## src/rtl/dne_pkg.sv

```systemverilog
`default_nettype none
// ----------------------------------------------------------------------------
// dne_pkg: shared types and constants of the Delannoy number engine
// Word widths, sequencer state codes and the control word sent to the cells.
// ----------------------------------------------------------------------------
package dne_pkg;

  localparam int unsigned FIELD_W = 6;   // width of each grid coordinate
  localparam int unsigned VALUE_W = 64;  // width of a count, wraps mod 2^64

  localparam logic [VALUE_W-1:0] ONE = VALUE_W'(1);

  // Sequencer states, one-hot
  typedef enum logic [2:0] {
    S_IDLE  = 3'b001,
    S_CALC  = 3'b010,
    S_SHIFT = 3'b100
  } dne_state_e;

  // Control word broadcast from the sequencer to every cell
  typedef struct packed {
    logic init;   // load row 0 (all ones) and clear the enable chain
    logic shift;  // move every value one cell towards the end of the chain
  } cell_ctl_t;

endpackage : dne_pkg
`default_nettype wire

```

## src/rtl/dne_cell.sv

```systemverilog
`default_nettype none
// ----------------------------------------------------------------------------
// dne_cell: one column of the working row
// Holds D(i,j) and D(i-1,j); updates from its left neighbour when enabled or shifting.
// ----------------------------------------------------------------------------
module dne_cell (
  input  wire                              clk_i,
  input  wire                              rst_ni,
  input  dne_pkg::cell_ctl_t               ctl_i,
  input  wire                              en_i,
  input  wire  [dne_pkg::VALUE_W-1:0]      left_val_i,
  input  wire  [dne_pkg::VALUE_W-1:0]      left_prev_i,
  output logic                             en_o,
  output logic [dne_pkg::VALUE_W-1:0]      val_o,
  output logic [dne_pkg::VALUE_W-1:0]      prev_o
);
  import dne_pkg::*;

  logic               en_q;
  logic [VALUE_W-1:0] val_q;
  logic [VALUE_W-1:0] prev_q;

  // Enable token: pass it on through a register to skew the wavefront
  always_ff @(posedge clk_i or negedge rst_ni) begin
    if (!rst_ni) begin
      en_q <= 1'b0;
    end else begin
      en_q <= ctl_i.init ? 1'b0 : en_i;
    end
  end

  // up + left + diagonal, wrapping
  always_ff @(posedge clk_i) begin
    if (ctl_i.init) begin
      val_q  <= ONE;
      prev_q <= ONE;
    end else if (ctl_i.shift) begin
      val_q  <= left_val_i;
    end else if (en_i) begin
      val_q  <= val_q + left_val_i + left_prev_i;
      prev_q <= val_q;
    end
  end

  assign en_o   = en_q;
  assign val_o  = val_q;
  assign prev_o = prev_q;

endmodule : dne_cell
`default_nettype wire

```

## config.mk

```make
export PLATFORM = sky130hd
export DESIGN_NAME = dne_cell
export DESIGN_NICKNAME = d
export VERILOG_FILES = /design/src/rtl/dne_pkg.sv /design/src/rtl/dne_cell.sv
export SDC_FILE = /design/constraint.sdc
export NUM_CORES = 1
export LEC_CHECK = 0
export BUFFER_PORTS_ARGS = -buffer_cell sky130_fd_sc_hd__clkbuf_2
export CAP_MARGIN = 20
export CELL_PAD_IN_SITES_DETAIL_PLACEMENT = 1
export CELL_PAD_IN_SITES_GLOBAL_PLACEMENT = 1
export CORE_AREA = 2 2 158 160
export DETAILED_ROUTE_END_ITERATION = 10
export DIE_AREA = 0 0 160 162
export PLACE_DENSITY_LB_ADDON = 0.1
export SLEW_MARGIN = 20
export SYNTH_ARGS = -nofsm -noshare
export SYNTH_HDL_FRONTEND = slang
export SYNTH_SLANG_ARGS = --single-unit
```

## constraint.sdc

```tcl
create_clock -name clk_i -period 7.5 [get_ports clk_i]
set_input_delay 0.375 -clock clk_i [delete_from_list [all_inputs] [get_ports clk_i]]
set_output_delay 0.375 -clock clk_i [all_outputs]
set_load 0.05 [all_outputs]
```

---- Word-level counts from Yosys, hierarchy flattened ----
Index checks and enable logic that the tools add are counted.
storage, ports and cells
  register bits after elaboration ......... 129
  bits of input ports ..................... 133
  output and inout bits ................... 129
  logic and storage cells ................. 11
operators by class
  add/sub/neg operators ................... 2
  multiplexer cells ....................... 3
  bitwise operators ....................... 1
  reductions and logical operators ........ 2
operators by type and width
  cell                 count
  adder 64 bit         2
  two-way mux 64 bit   2
  AND reduction 2 bit  1
  nonzero test 2 bit   1
  two-way mux 1 bit    1
  NOT 1 bit            1

---- Longest topological paths before layout ----
  depth in word-level cells ............... 4
  mapped depth ............................ 16
  gate-level depth less buffers ........... 16

---- Least setup slack after synthesis ----
Ideal clock, no wire load.
  path type ............................... reg2reg
  from .................................... reg val_q[0] (netlist: val_o[0])
  to ...................................... reg val_q[59] (netlist: val_o[59])
  library setup time ...................... 0.059 ns
  arrival ................................. 3.646 ns
  required time ........................... 7.441 ns
  slack ................................... 3.795 ns
  stages on the path, launching flop included .. 17
  buffers on the path ..................... 0
  clock period less this slack ............ 3.705 ns
  path through ............................ dfxtp_1 > inv_1 > fa_1 > inv_1 > ha_1 > inv_1 > fa_1 > nand2b_1 > a21oi_1 > o221ai_2 > a211oi_1 > o21ai_1 > a2111oi_2 > o21ai_1 > xor2_1 > o21ai_0 > o211a_1
on the way
  word-level cells in the longest chain between the ends .. 4
RTL lines
  element                     RTL line        source
  from (decl)                 dne_cell.sv:20  logic [VALUE_W-1:0] val_q;
  from (signal assigned)      dne_cell.sv:38  val_q <= left_val_i;
  from (signal assigned)      dne_cell.sv:40  val_q <= val_q + left_val_i + left_prev_i;
  adder 64 bit (2 in series)  dne_cell.sv:40
  two-way mux 64 bit          dne_cell.sv:39  end else if (en_i) begin
  two-way mux 64 bit          dne_cell.sv:37  end else if (ctl_i.shift) begin
No other way between the ends. The select of a mux whose other input is x is not followed.
A chain may end at the register's enable or synchronous reset.

---- Worst setup path in the final report ----
  from .................................... reg val_q[1] (netlist: val_o[1])
  to ...................................... reg val_q[63] (netlist: val_o[63])
The elaborated chain is that of the path after synthesis.

==> impl_metrics.env <==
export IMPL_outcome="completed"
export IMPL_r2r_cells=14
export IMPL_numClockSinks=129
export IMPL_skew_ps=11.7
export IMPL_drtAntennaViolNets=0
export IMPL_grt_max_degree=72
export IMPL_dp_hpwl_mm=26.7
export IMPL_critPathLaunchType="register"
export IMPL_drive_gt1_frac=0.216
export IMPL_drt_pass1_iter_count=4
export IMPL_synth_common_cells="221 x nand2_1, 197 x a21oi_1, 128 x dfxtp_1, 105 x nor2_1, 64 x fa_1"
export IMPL_cts_tree="built"
export IMPL_place_area_um2=11500
export IMPL_core_area_um2=24100
export IMPL_rows=57
export IMPL_reg2reg_to="val_o[63]"
export IMPL_dieWidth_um=160
export IMPL_maxSlewHeadroom=0.443
export IMPL_drt_iter0_markers=386
export IMPL_switching_share=0.445
export IMPL_max_freq_ghz=0.257
export IMPL_required_ps=7790
export IMPL_min_period_ps=3900
export IMPL_holdPathStages=3
export IMPL_cp_top_family="compound AO/OA/AOI/OAI gates"
export IMPL_worstSetupStartpoint="val_o[1]"
export IMPL_synth_ff_type="dfxtp_1"
export IMPL_post_drt_via_cell_ratio=5.59
export IMPL_yosys_warnings=0
export IMPL_syn_avg_cell_area_um2=7.98
export IMPL_synth_top_area_cell="dfxtp_1"
export IMPL_dieArea_um2=25900
export IMPL_synth_area_leaders="dfxtp_1 26%, fa_1 13%, a21oi_1 9.9%, nand2_1 8.3%, ha_1 7.8%"
export IMPL_path_cells="fa_1, ha_1, inv_1, fa_1, nand2b_1, a21oi_1, o221ai_2, a211oi_1, o21ai_1, a2111oi_2, o21ai_1, o21ai_1, xnor2_1, o21ai_0"
export IMPL_cts_buffer_depth=2
export IMPL_path_clk_slew_ps=60
export IMPL_path_class="reg2reg"
export IMPL_drt_wl_total_mm=35.3
export IMPL_htreeDepth=4
export IMPL_power_switching_uw=1550
export IMPL_max_stage_delay_ps=500
export IMPL_rr_startpoint="val_o[1]"
export IMPL_path_max_fanout=4
export IMPL_synth_edff_count=0
export IMPL_setup_viol=0
export IMPL_stdcell_area_um2=12100
export IMPL_ys_ff_latch=129
export IMPL_tightest_slew_ps=836
export IMPL_drc=0
export IMPL_synth_area_um2=10000
export IMPL_cap_violations=0
export IMPL_tns_ps=0
export IMPL_clockRootBuffer="clkbuf_16"
export IMPL_vias=10101
export IMPL_ir_drop_v=0.000113
export IMPL_rrSetupSlack_ps=3600
export IMPL_rsz0062_at_grt="false"
export IMPL_crit_top_cell="o21ai_1"
export IMPL_arrival_ps=4190
export IMPL_slew_violations=0
export IMPL_cp_num_buf_inv=1
export IMPL_fill_cells=3097
export IMPL_synth_seq_area_share=0.259
export IMPL_clock_power_share=0.264
export IMPL_min_from="left_val_i[0]"
export IMPL_cts_setup_buffers=0
export IMPL_cp_slowest_cell="fa_1"
export IMPL_ys_types=72
export IMPL_cts_buffers=17
export IMPL_antenna_found_initial=2
export IMPL_overflow=0
export IMPL_port_buffer_count=261
export IMPL_pwr_share_comb=0.500
export IMPL_wl_per_cell_um=19.5
export IMPL_grt_usage=0.272
export IMPL_hold_class="in2reg"
export IMPL_nNetsFinal=1726
export IMPL_hold_path_endpoint="val_o[0]"
export IMPL_syn_inst=1252
export IMPL_hold_violations=0
export IMPL_grt_pass1_vias=10471
export IMPL_yosys_cell_count_top_type="nand2_1"
export IMPL_area_growth_synth_to_final_pct=21.0
export IMPL_die_height_um=162
export IMPL_synth_top_area_share=0.256
export IMPL_power_frac_seq=0.235
export IMPL_io_pins=262
export IMPL_syn_nets=1511
export IMPL_finalCritPeriodShare=0.520
export IMPL_power_density_nw_per_um2=288
export IMPL_p_int_uw=1930
export IMPL_grt_pass1_wl_mm=56.4
export IMPL_place_congestion=0.885
export IMPL_synth_async_reset_ratio=0.00775
export IMPL_worst_setup_path_end_kind="register"
export IMPL_initial_core_util=0.415
export IMPL_p_leak_uw=0.00541
export IMPL_clock_latency_ps=430
-- flip-flops by register name (all words and copies together), names as in the netlist --
name,count
prev_o,64
val_o,64
en_o,1
-- per-layer routing --
layer  vias to the layer above  track usage  part of all wire
met2                       218        0.476              0.50
met4                         0       0.0807             0.020
met3                        42       0.0460             0.042
met1                      5009        0.345              0.44
met5                         -            0                 0
li1                       4832            -                 -
-- through the flow --
stage	hold slack [ps]	worst slack, ps	utilization	cells	total power (µW)
2_1_floorplan	79.4	3800	-	1252	2100
3_3_place_gp	154	3480	0.475	1771	2530
5_1_grt	203	3250	0.502	1806	3710
3_5_place_dp	153	3410	0.475	1771	2550
4_1_cts	190	3560	0.501	1804	3500
6_report	197	3600	0.502	1806	3480
-- worst reg2reg max path, stage by stage, from the launching register on --
cell and delay (ps):
dfxtp_1 350, fa_1 500, ha_1 180, inv_1 60, fa_1 410, nand2b_1 180
a21oi_1 280, o221ai_2 210, a211oi_1 330, o21ai_1 200, a2111oi_2 460, o21ai_1 190
o21ai_1 180, xnor2_1 140, o21ai_0 100
-- layout by cell type (no fill, tap or decap), drive strengths merged, types with 7 or more instances in the layout --
cell type  instances
fa                64
clkbuf           279
a21oi            197
a221oi             7
and3              16
nor3              15
dfxtp            128
a21o              23
o21bai            17
ha                62
nand3             12
nand2            222
nand4             16
mux2i             17
buf                9
nor2             105
xnor2             36
a211oi            31
o22ai             11
a31oi             10
inv               36
o21ai             54
xor2              19
a21boi             7
-- what timing repair did --
| action | 4_1_cts | 5_1_grt |
|---|---|---|
| endpoints found under the hold margin | 1 | 0 |
| endpoints found under the setup margin | 0 | 0 |
| hold buffers | 1 | 0 |
| gates resized for setup | 0 | 0 |
-- power groups by stage --
stage                     combinational [µW]  sequential [µW]  clock [µW]
after floorplan                         1080             1020           0
after global placement                  1700              832           0
after detailed placement                1720              833           0
after CTS                               1740              818         937
after global routing                    1920              827         962
final                                   1740              819         920
-- final cells by class --
type | count | area, µm² | share of cell area
multi-input cells | 1013 | 6960 | 0.576
flip-flops and latches | 129 | 2590 | 0.214
repair buffers | 269 | 1370 | 0.113
clock buffers | 20 | 437 | 0.0361
well taps | 324 | 405 | 0.0335
clock inverters | 12 | 185 | 0.0153
inverters | 37 | 139 | 0.0115
diodes | 2 | 5.00 | 0.000414
-- worst max-delay path by stage --
stage,slack [ps],to,depth (start not counted)
2_1_floorplan,3800,val_o[59],16
3_3_place_gp,3480,val_o[63],15
3_5_place_dp,3410,val_o[63],15
4_1_cts,3560,val_o[63],14
5_1_grt,3250,val_o[63],16
6_report,3600,val_o[63],14
-- cells by family (layout without fill, tap and decap cells) --
kind of cell,Yosys count,count (layout),synth area share
AO/OA/AOI/OAI,394,394,0.241
XOR/XNOR,55,55,0.0482
adder cells (fa/ha/maj),126,126,0.206
buffers and inverters,110,338,0.0456
flip-flops,129,129,0.259
multiplexers,20,20,0.0204
other,0,2,0
AND/OR/NAND/NOR,418,418,0.180
(Power assumes the default switching activity.)
