**config.mk**
```make
export PLATFORM = sky130hd
export DESIGN_NAME = dne_ctrl
export DESIGN_NICKNAME = d
export VERILOG_FILES = /design/src/rtl/dne_pkg.sv /design/src/rtl/dne_ctrl.sv
export SDC_FILE = /design/constraint.sdc
export NUM_CORES = 1
export LEC_CHECK = 0
export BUFFER_PORTS_ARGS = -buffer_cell sky130_fd_sc_hd__buf_2
export CAP_MARGIN = 20
export CORE_MARGIN = 2
export CORE_UTILIZATION = 51
export CTS_CLUSTER_SIZE = 8
export DETAILED_ROUTE_END_ITERATION = 10
export PLACE_DENSITY_LB_ADDON = 0.15
export SLEW_MARGIN = 10
export SYNTH_ARGS = -nofsm -noshare
export SYNTH_HDL_FRONTEND = slang
export SYNTH_SLANG_ARGS = --single-unit
```
**constraint.sdc**
```tcl
create_clock -name clk_i -period 12.6 [get_ports clk_i]
set_input_delay 0.63 -clock clk_i [delete_from_list [all_inputs] [get_ports clk_i]]
set_output_delay 0.63 -clock clk_i [all_outputs]
set_load 0.02 [all_outputs]
```
**src/rtl/dne_pkg.sv**
```systemverilog
`default_nettype none
// ----------------------------------------------------------------------------
// dne_pkg: shared types and constants of the Delannoy number engine
// Word widths, sequencer state codes and the control word sent to the cells.
// ----------------------------------------------------------------------------
package dne_pkg;

  localparam int unsigned FIELD_W = 6;   // width of each grid coordinate
  localparam int unsigned VALUE_W = 64;  // width of a count, wraps mod 2^64

  localparam logic [VALUE_W-1:0] ONE = VALUE_W'(1);

  // Sequencer states, one-hot
  typedef enum logic [2:0] {
    S_IDLE  = 3'b001,
    S_CALC  = 3'b010,
    S_SHIFT = 3'b100
  } dne_state_e;

  // Control word broadcast from the sequencer to every cell
  typedef struct packed {
    logic init;   // load row 0 (all ones) and clear the enable chain
    logic shift;  // move every value one cell towards the end of the chain
  } cell_ctl_t;

endpackage : dne_pkg
`default_nettype wire

```
**src/rtl/dne_ctrl.sv**
```systemverilog
`default_nettype none
// ----------------------------------------------------------------------------
// dne_ctrl: query sequencer and result register
// Clamps the coordinates, times the wavefront and the drain, holds the result.
// ----------------------------------------------------------------------------
module dne_ctrl #(
  parameter int unsigned MAX_INDEX = 63
) (
  input  wire                              clk_i,
  input  wire                              rst_ni,
  input  wire                              in_valid_i,
  output logic                             in_stall_o,
  input  wire  [dne_pkg::FIELD_W-1:0]      row_index_i,
  input  wire  [dne_pkg::FIELD_W-1:0]      col_index_i,
  output dne_pkg::cell_ctl_t               cell_ctl_o,
  output logic                             en_first_o,
  input  wire  [dne_pkg::VALUE_W-1:0]      last_val_i,
  output logic                             out_valid_o,
  input  wire                              out_stall_i,
  output logic [dne_pkg::VALUE_W-1:0]      count_value_o
);
  import dne_pkg::*;

  localparam int unsigned IDX_W = (MAX_INDEX > 1) ? $clog2(MAX_INDEX + 1) : 1;
  localparam int unsigned CNT_W = $clog2(2 * MAX_INDEX + 1);
  localparam logic [CNT_W-1:0] CNT_LAST = CNT_W'(MAX_INDEX);

  dne_state_e         state_q, state_d;
  logic [CNT_W-1:0]   cnt_q, cnt_d;
  logic [IDX_W-1:0]   x_q, x_d, y_q, y_d;
  logic               out_valid_q, out_valid_d;
  logic [VALUE_W-1:0] out_q;
  logic               accept, out_free, out_load;
  logic [CNT_W-1:0]   x_ext, y_ext, sum_xy;

  assign accept   = in_valid_i && !in_stall_o;
  assign out_free = !out_valid_q || !out_stall_i;
  assign x_ext    = CNT_W'(x_q);
  assign y_ext    = CNT_W'(y_q);
  assign sum_xy   = x_ext + y_ext;
  assign out_load = (state_q == S_SHIFT) && (cnt_q == CNT_LAST) && out_free;

  always_comb begin
    state_d = state_q;
    cnt_d   = cnt_q;
    x_d     = x_q;
    y_d     = y_q;
    unique case (state_q)
      S_IDLE: begin
        if (accept) begin
          // saturate coordinates above the top index
          x_d     = (32'(row_index_i) > 32'(MAX_INDEX)) ? IDX_W'(MAX_INDEX)
                                                        : IDX_W'(row_index_i);
          y_d     = (32'(col_index_i) > 32'(MAX_INDEX)) ? IDX_W'(MAX_INDEX)
                                                        : IDX_W'(col_index_i);
          cnt_d   = '0;
          state_d = S_CALC;
        end
      end
      S_CALC: begin
        if (cnt_q == sum_xy) begin
          cnt_d   = y_ext;
          state_d = S_SHIFT;
        end else begin
          cnt_d = cnt_q + CNT_W'(1);
        end
      end
      S_SHIFT: begin
        if (cnt_q != CNT_LAST) begin
          cnt_d = cnt_q + CNT_W'(1);
        end else if (out_free) begin
          state_d = S_IDLE;
        end
      end
      default: begin
        state_d = S_IDLE;
      end
    endcase
  end

  always_comb begin
    out_valid_d = out_valid_q;
    if (out_valid_q && !out_stall_i) begin
      out_valid_d = 1'b0;
    end
    if (out_load) begin
      out_valid_d = 1'b1;
    end
  end

  always_ff @(posedge clk_i or negedge rst_ni) begin
    if (!rst_ni) begin
      state_q     <= S_IDLE;
      cnt_q       <= '0;
      out_valid_q <= 1'b0;
    end else begin
      state_q     <= state_d;
      cnt_q       <= cnt_d;
      out_valid_q <= out_valid_d;
    end
  end

  always_ff @(posedge clk_i) begin
    x_q <= x_d;
    y_q <= y_d;
    if (out_load) begin
      out_q <= last_val_i;
    end
  end

  assign in_stall_o       = (state_q != S_IDLE);
  assign cell_ctl_o.init  = accept;
  assign cell_ctl_o.shift = (state_q == S_SHIFT) && (cnt_q != CNT_LAST);
  assign en_first_o       = (state_q == S_CALC) && (cnt_q < x_ext);
  assign out_valid_o      = out_valid_q;
  assign count_value_o    = out_q;

  a_accept_starts_calc: assert property (@(posedge clk_i) disable iff (!rst_ni)
    accept |=> (state_q == S_CALC) && (cnt_q == '0))
    else $error("accepted word did not start the wavefront");

  a_no_shift_while_calc: assert property (@(posedge clk_i) disable iff (!rst_ni)
    cell_ctl_o.shift |-> !en_first_o && !cell_ctl_o.init)
    else $error("drain overlaps wavefront injection");

  a_calc_bound: assert property (@(posedge clk_i) disable iff (!rst_ni)
    (state_q == S_CALC) |-> (cnt_q <= sum_xy))
    else $error("wavefront counter overran");

  a_load_sets_valid: assert property (@(posedge clk_i) disable iff (!rst_ni)
    out_load |=> out_valid_q && (state_q == S_IDLE))
    else $error("result load lost");

endmodule : dne_ctrl
`default_nettype wire
```
**Word level (Yosys, flattened, before mapping)**

Index checks and enable logic that the tools add are counted.

- Muxes and demuxes: 11
- $lt $le $gt $ge: 1
- Reduce and logical (&&, ||, !) cells: 15
- Add/subtract/negate cells: 2
- Equal/unequal tests: 12

Operator list:

| cell | count |
|---|---|
| $mux W7 | 3 |
| $pmux W7 S3 | 1 |
| $mux W3 | 4 |
| $ne A2 B2 Y1 const B | 5 |
| $pmux W3 S3 | 1 |
| $add A6 B6 Y7 | 1 |
| $add A7 B1 Y7 const B | 1 |
| $eq A7 B6 Y1 const B | 1 |
| $eq A7 B7 Y1 | 1 |
| $lt A7 B6 Y1 | 1 |
| $ne A7 B6 Y1 const B | 1 |
| $logic_and A1 B1 Y1 | 6 |
| $reduce_and A4 Y1 | 1 |
| $eq A3 B1 Y1 const B | 1 |
| $eq A3 B2 Y1 const B | 1 |
| $eq A3 B3 Y1 const B | 1 |
| $logic_not A1 Y1 | 3 |
| $ne A3 B1 Y1 const B | 1 |
| $reduce_and A3 Y1 | 1 |
| $reduce_bool A3 Y1 | 1 |
| $mux W1 | 2 |
| $reduce_and A2 Y1 | 1 |
| $reduce_bool A2 Y1 | 1 |
| $logic_or A1 B1 Y1 | 1 |

- Logic and storage cells: 47
- Input port bits: 80
- Output and inout port bits: 69
- Flip-flop bits (word level): 87

**Depth between registers and ports, before layout**

- Word-level depth: 5
- Mapped depth: 9
- Gate-level depth less buffers: 8

**Worst setup path before layout**

No wires, ideal clock.

- Kind: reg-to-reg
- Start: register cnt_q[0]
- End: register out_q[0], in the netlist count_value_o[0], enable pin
- Slack: 7.882 ns
- Path buffers: 0
- Period minus slack after synthesis: 4.718 ns
- Cell stages (with the launch flop): 6
- Library setup time: 0.507 ns
- Arrival time: 4.210 ns
- Path through: dfrtp_1 > ha_1 > nand3_2 > nor3_1 > nand2_1 > a21oi_1

- Word-level cells in the longest chain between the ends: 3

RTL lines:

| item | line | text |
|---|---|---|
| start, declared | dne_ctrl.sv:29 | `logic [CNT_W-1:0] cnt_q, cnt_d;` |
| start signal, assigned | dne_ctrl.sv:98 | `cnt_q <= cnt_d;` |
| $eq A7 B6 Y1 | dne_ctrl.sv:41 | `assign out_load = (state_q == S_SHIFT) && (cnt_q == CNT_LAST) && out_free;` |
| $logic_and A1 B1 Y1 (2 in a row) | dne_ctrl.sv:41 |  |
| via out_load | dne_ctrl.sv:33 | `logic accept, out_free, out_load;` |
| end signal, assigned | dne_ctrl.sv:107 | `out_q <= last_val_i;` |
| end, declared | dne_ctrl.sv:32 | `logic [VALUE_W-1:0] out_q;` |

The timed path passes the listed nets, and every way through them passes these cells.
A chain may end at the register's enable or synchronous reset.

**Final worst setup path**

- Start: register cnt_q[1]
- End: output en_first_o

- Word-level cells in the longest chain between the ends: 2

RTL lines:

| item | line | text |
|---|---|---|
| $lt A7 B6 Y1 | dne_ctrl.sv:114 | `assign en_first_o = (state_q == S_CALC) && (cnt_q < x_ext);` |
| $logic_and A1 B1 Y1 | dne_ctrl.sv:114 |  |
| end, declared | dne_ctrl.sv:16 | `output logic en_first_o,` |

Every way passes these cells.

==> key figures <==
Synth
  – Seq/Total Area, Yosys: 0.733
  – Fraction of registers with async set/reset: 0.126
  – Post-Synthesis Cell Area: 0.00349 mm2
  – Synth warn: 0
  – Area leader, netlist: edfxtp_1
  – Syn_nets: 311
  – Synthesized area per cell: around 16 um2
  – Cells after Synth: 218
  – Main synth FF type: edfxtp_1
  – Synth top area cells: edfxtp_1 (65%), dfrtp_1 (7.2%), ha_1 (4.3%)
  – EDFF count, synth: 76
  – Top cell type's share of synthesized area: 0.654
  – Netlist cell types: 50
  – #FFs+latches synth: 87

Critical path
  – Critical path class: register to output port
  – Crit. End Element: output port
  – R2R cell count: 8
  – Worst EP arrival: 2390 ps
  – Startpoint class of the critical path: register
  – Max FO, Critical Path: 5
  – Critical Path RT: between 10000 and 15000 ps

Clock tree
  – Worst-Skew Late Latency: 360 ps
  – Num CTS Buffers: 9
  – CTS Sinks: 87
  – Clk buf depth: 2
  – CTS tree: built
  – Total setup buffers inserted after CTS: 0
  – Clk slew on worst S/H paths: ~90 ps
  – Root Buffer: clkbuf_8
  – Post-cts resize count: 0
  – CTS HTree Levels: 3
  – Hold buffer count at CTS: 0

STA
  – Worst hold slack: 141 ps
  – Count of final setup violators: 0
  – Setup TNS: 0 ps
  – Hold Fails Final Rpt: 0
  – Max_slew headroom: 0.475
  – Crit share post-route: 0.240
  – Final Skew: 12.6 ps
  – Unrepaired setup endpoints after global routing: false
  – Final worst slack: 9580 ps
  – Max Fclk: 331 MHz
  – Final min period: 3020 ps
  – Least-Margin Pin Slew: 787 ps
  – Pins Over Slew Limit: 0

Drt
  – Drt initial violations: roughly 110
  – Remaining antenna violation count: 0
  – Vias after detailed routing: 2395
  – DRC: 0
  – Pre-Repair DR Iteration Count: 5
  – WL/cell: 17.1 um
  – Avg Vias per Cell: 5.21
  – DRT Wirelength: 7840 um

Place
  – Port Buffer Count: 148
  – Placement Cell Area: approximately 0.0043 mm2
  – Place WS: about 9900 ps
  – GP Congestion: 0.850
  – Dpl hpwl: 5870 um

Pwr
  – Highest ir drop seen on vdd: 0.000101 V
  – Lkg Pwr: 1.94 nW
  – Pwr dens: 154 mW/mm2

Floorplan
  – Core area: roughly 0.0067 mm2
  – Num rows: 30
  – Die area: between 0.007 and 0.008 mm2
  – Initial Utilization: 0.520
  – Die width: 86.7 um
  – Top-level I/O count: 149
  – Die Height: 86.7 um

Finish
  – Design area: between 0.004 and 0.005 mm2
  – Most frequent cells in the layout: buf_2 (148), edfxtp_1 (76), nand2_1 (13)
  – Area grow syn2layout: 29.5%
  – Commonest non-fill, non-tap cell in the layout: buf_2
  – Finished Core Util: 0.673
  – Total Nets Final: 468
  – # diodes: 0
  – Fraction of layout cells with a size suffix above 1: 0.458

Global route
  – Largest net degree at the start of global routing: 65
  – Vias in the first global route: approximately 2.5k
  – First-pass GRT wire length: 12100 um
  – Total gr overflow: 0
  – Initial antenna violation count: 0
  – GRT Total Usage: 0.220

Flow run
  – Max Cap Viol: 0

Outcome
  – Status: completed

Min path
  – Hold crit path type: primary input to asynchronous set/reset pin
-- path summary, 6_finish.rpt --
path                                      from                 to  slack [ps]
min in group clk_i              last_val_i[54]  count_value_o[54]         440
worst min register to register      state_q[0]         state_q[2]         560
worst max-delay path                  cnt_q[1]         en_first_o        9580
worst max register to register          x_q[0]           cnt_q[0]        9920
worst min-delay path                    rst_ni           cnt_q[0]         140
max in group asynchronous               rst_ni         state_q[0]       12190
-- final cells by class --
type	instances	area, um2
clock buffers	9	124
clock inverters	7	58.8
fillers	507	2200
inverters	11	41.3
multi-input cells	116	881
flip-flops and latches	87	2560
well taps	80	100
repair buffers	150	756
-- cells by family (layout without fill, tap and decap cells) --
logic type      Yosys count  after routing  synth area share
buf+inv                  15            177            0.0179
fa+ha+maj                13             13            0.0487
simple gates             46             46            0.0749
xor+xnor                 12             12            0.0301
flops                    87             87             0.733
mux                       2              2           0.00573
compound gates           43             43            0.0896
-- where the power goes --
group          internal (mW)  switching (mW)  total, mW
Sequential             0.333          0.0217      0.355
Clock                 0.0756           0.108      0.183
Combinational         0.0704          0.0868      0.157
-- Yosys cell counts (2+ instances only) --
cell type / count
o31ai_1: 3
nor2b_1: 2
o2111ai_1: 3
dfrtp_1: 10
nand3b_1: 2
and3_1: 3
a21o_1: 7
a311o_1: 2
nand3_1: 2
ha_1: 12
nand2_1: 13
a21oi_1: 12
xnor2_1: 7
inv_1: 10
nor2_1: 6
xor2_1: 5
o21ai_0: 3
nand2b_1: 4
edfxtp_1: 76
nor3_1: 5
mux2i_1: 2
-- worst max-delay path: stages (launching register included) --
cell	delay (ps)
dfrtp_1	450
ha_1	310
a21o_1	150
a21o_1	170
a21o_1	170
a21o_1	160
a2111oi_0	380
buf_2	240
-- flip-flops by register name, summed over array words and instances (netlist names) --
signal / count
out_valid_o: 1
y_q: 6
cnt_q: 7
x_q: 6
state_q: 3
count_value_o: 64
-- routing by layer --
layer,GRT usage,vias up,part of all wire
met3,0.124,14,0.11
li1,-,1147,-
met1,0.243,1122,0.36
met5,0,-,0
met2,0.358,112,0.51
met4,0.0781,0,0.022
-- stage by stage --
stage | power [mW] | cells
6_report | 0.695 | 460
5_1_grt | 0.733 | 460
4_1_cts | 0.700 | 460
3_5_place_dp | 0.517 | 444
3_3_place_gp | 0.514 | 444
2_1_floorplan | 0.472 | 218
(Power assumes the default switching activity.)
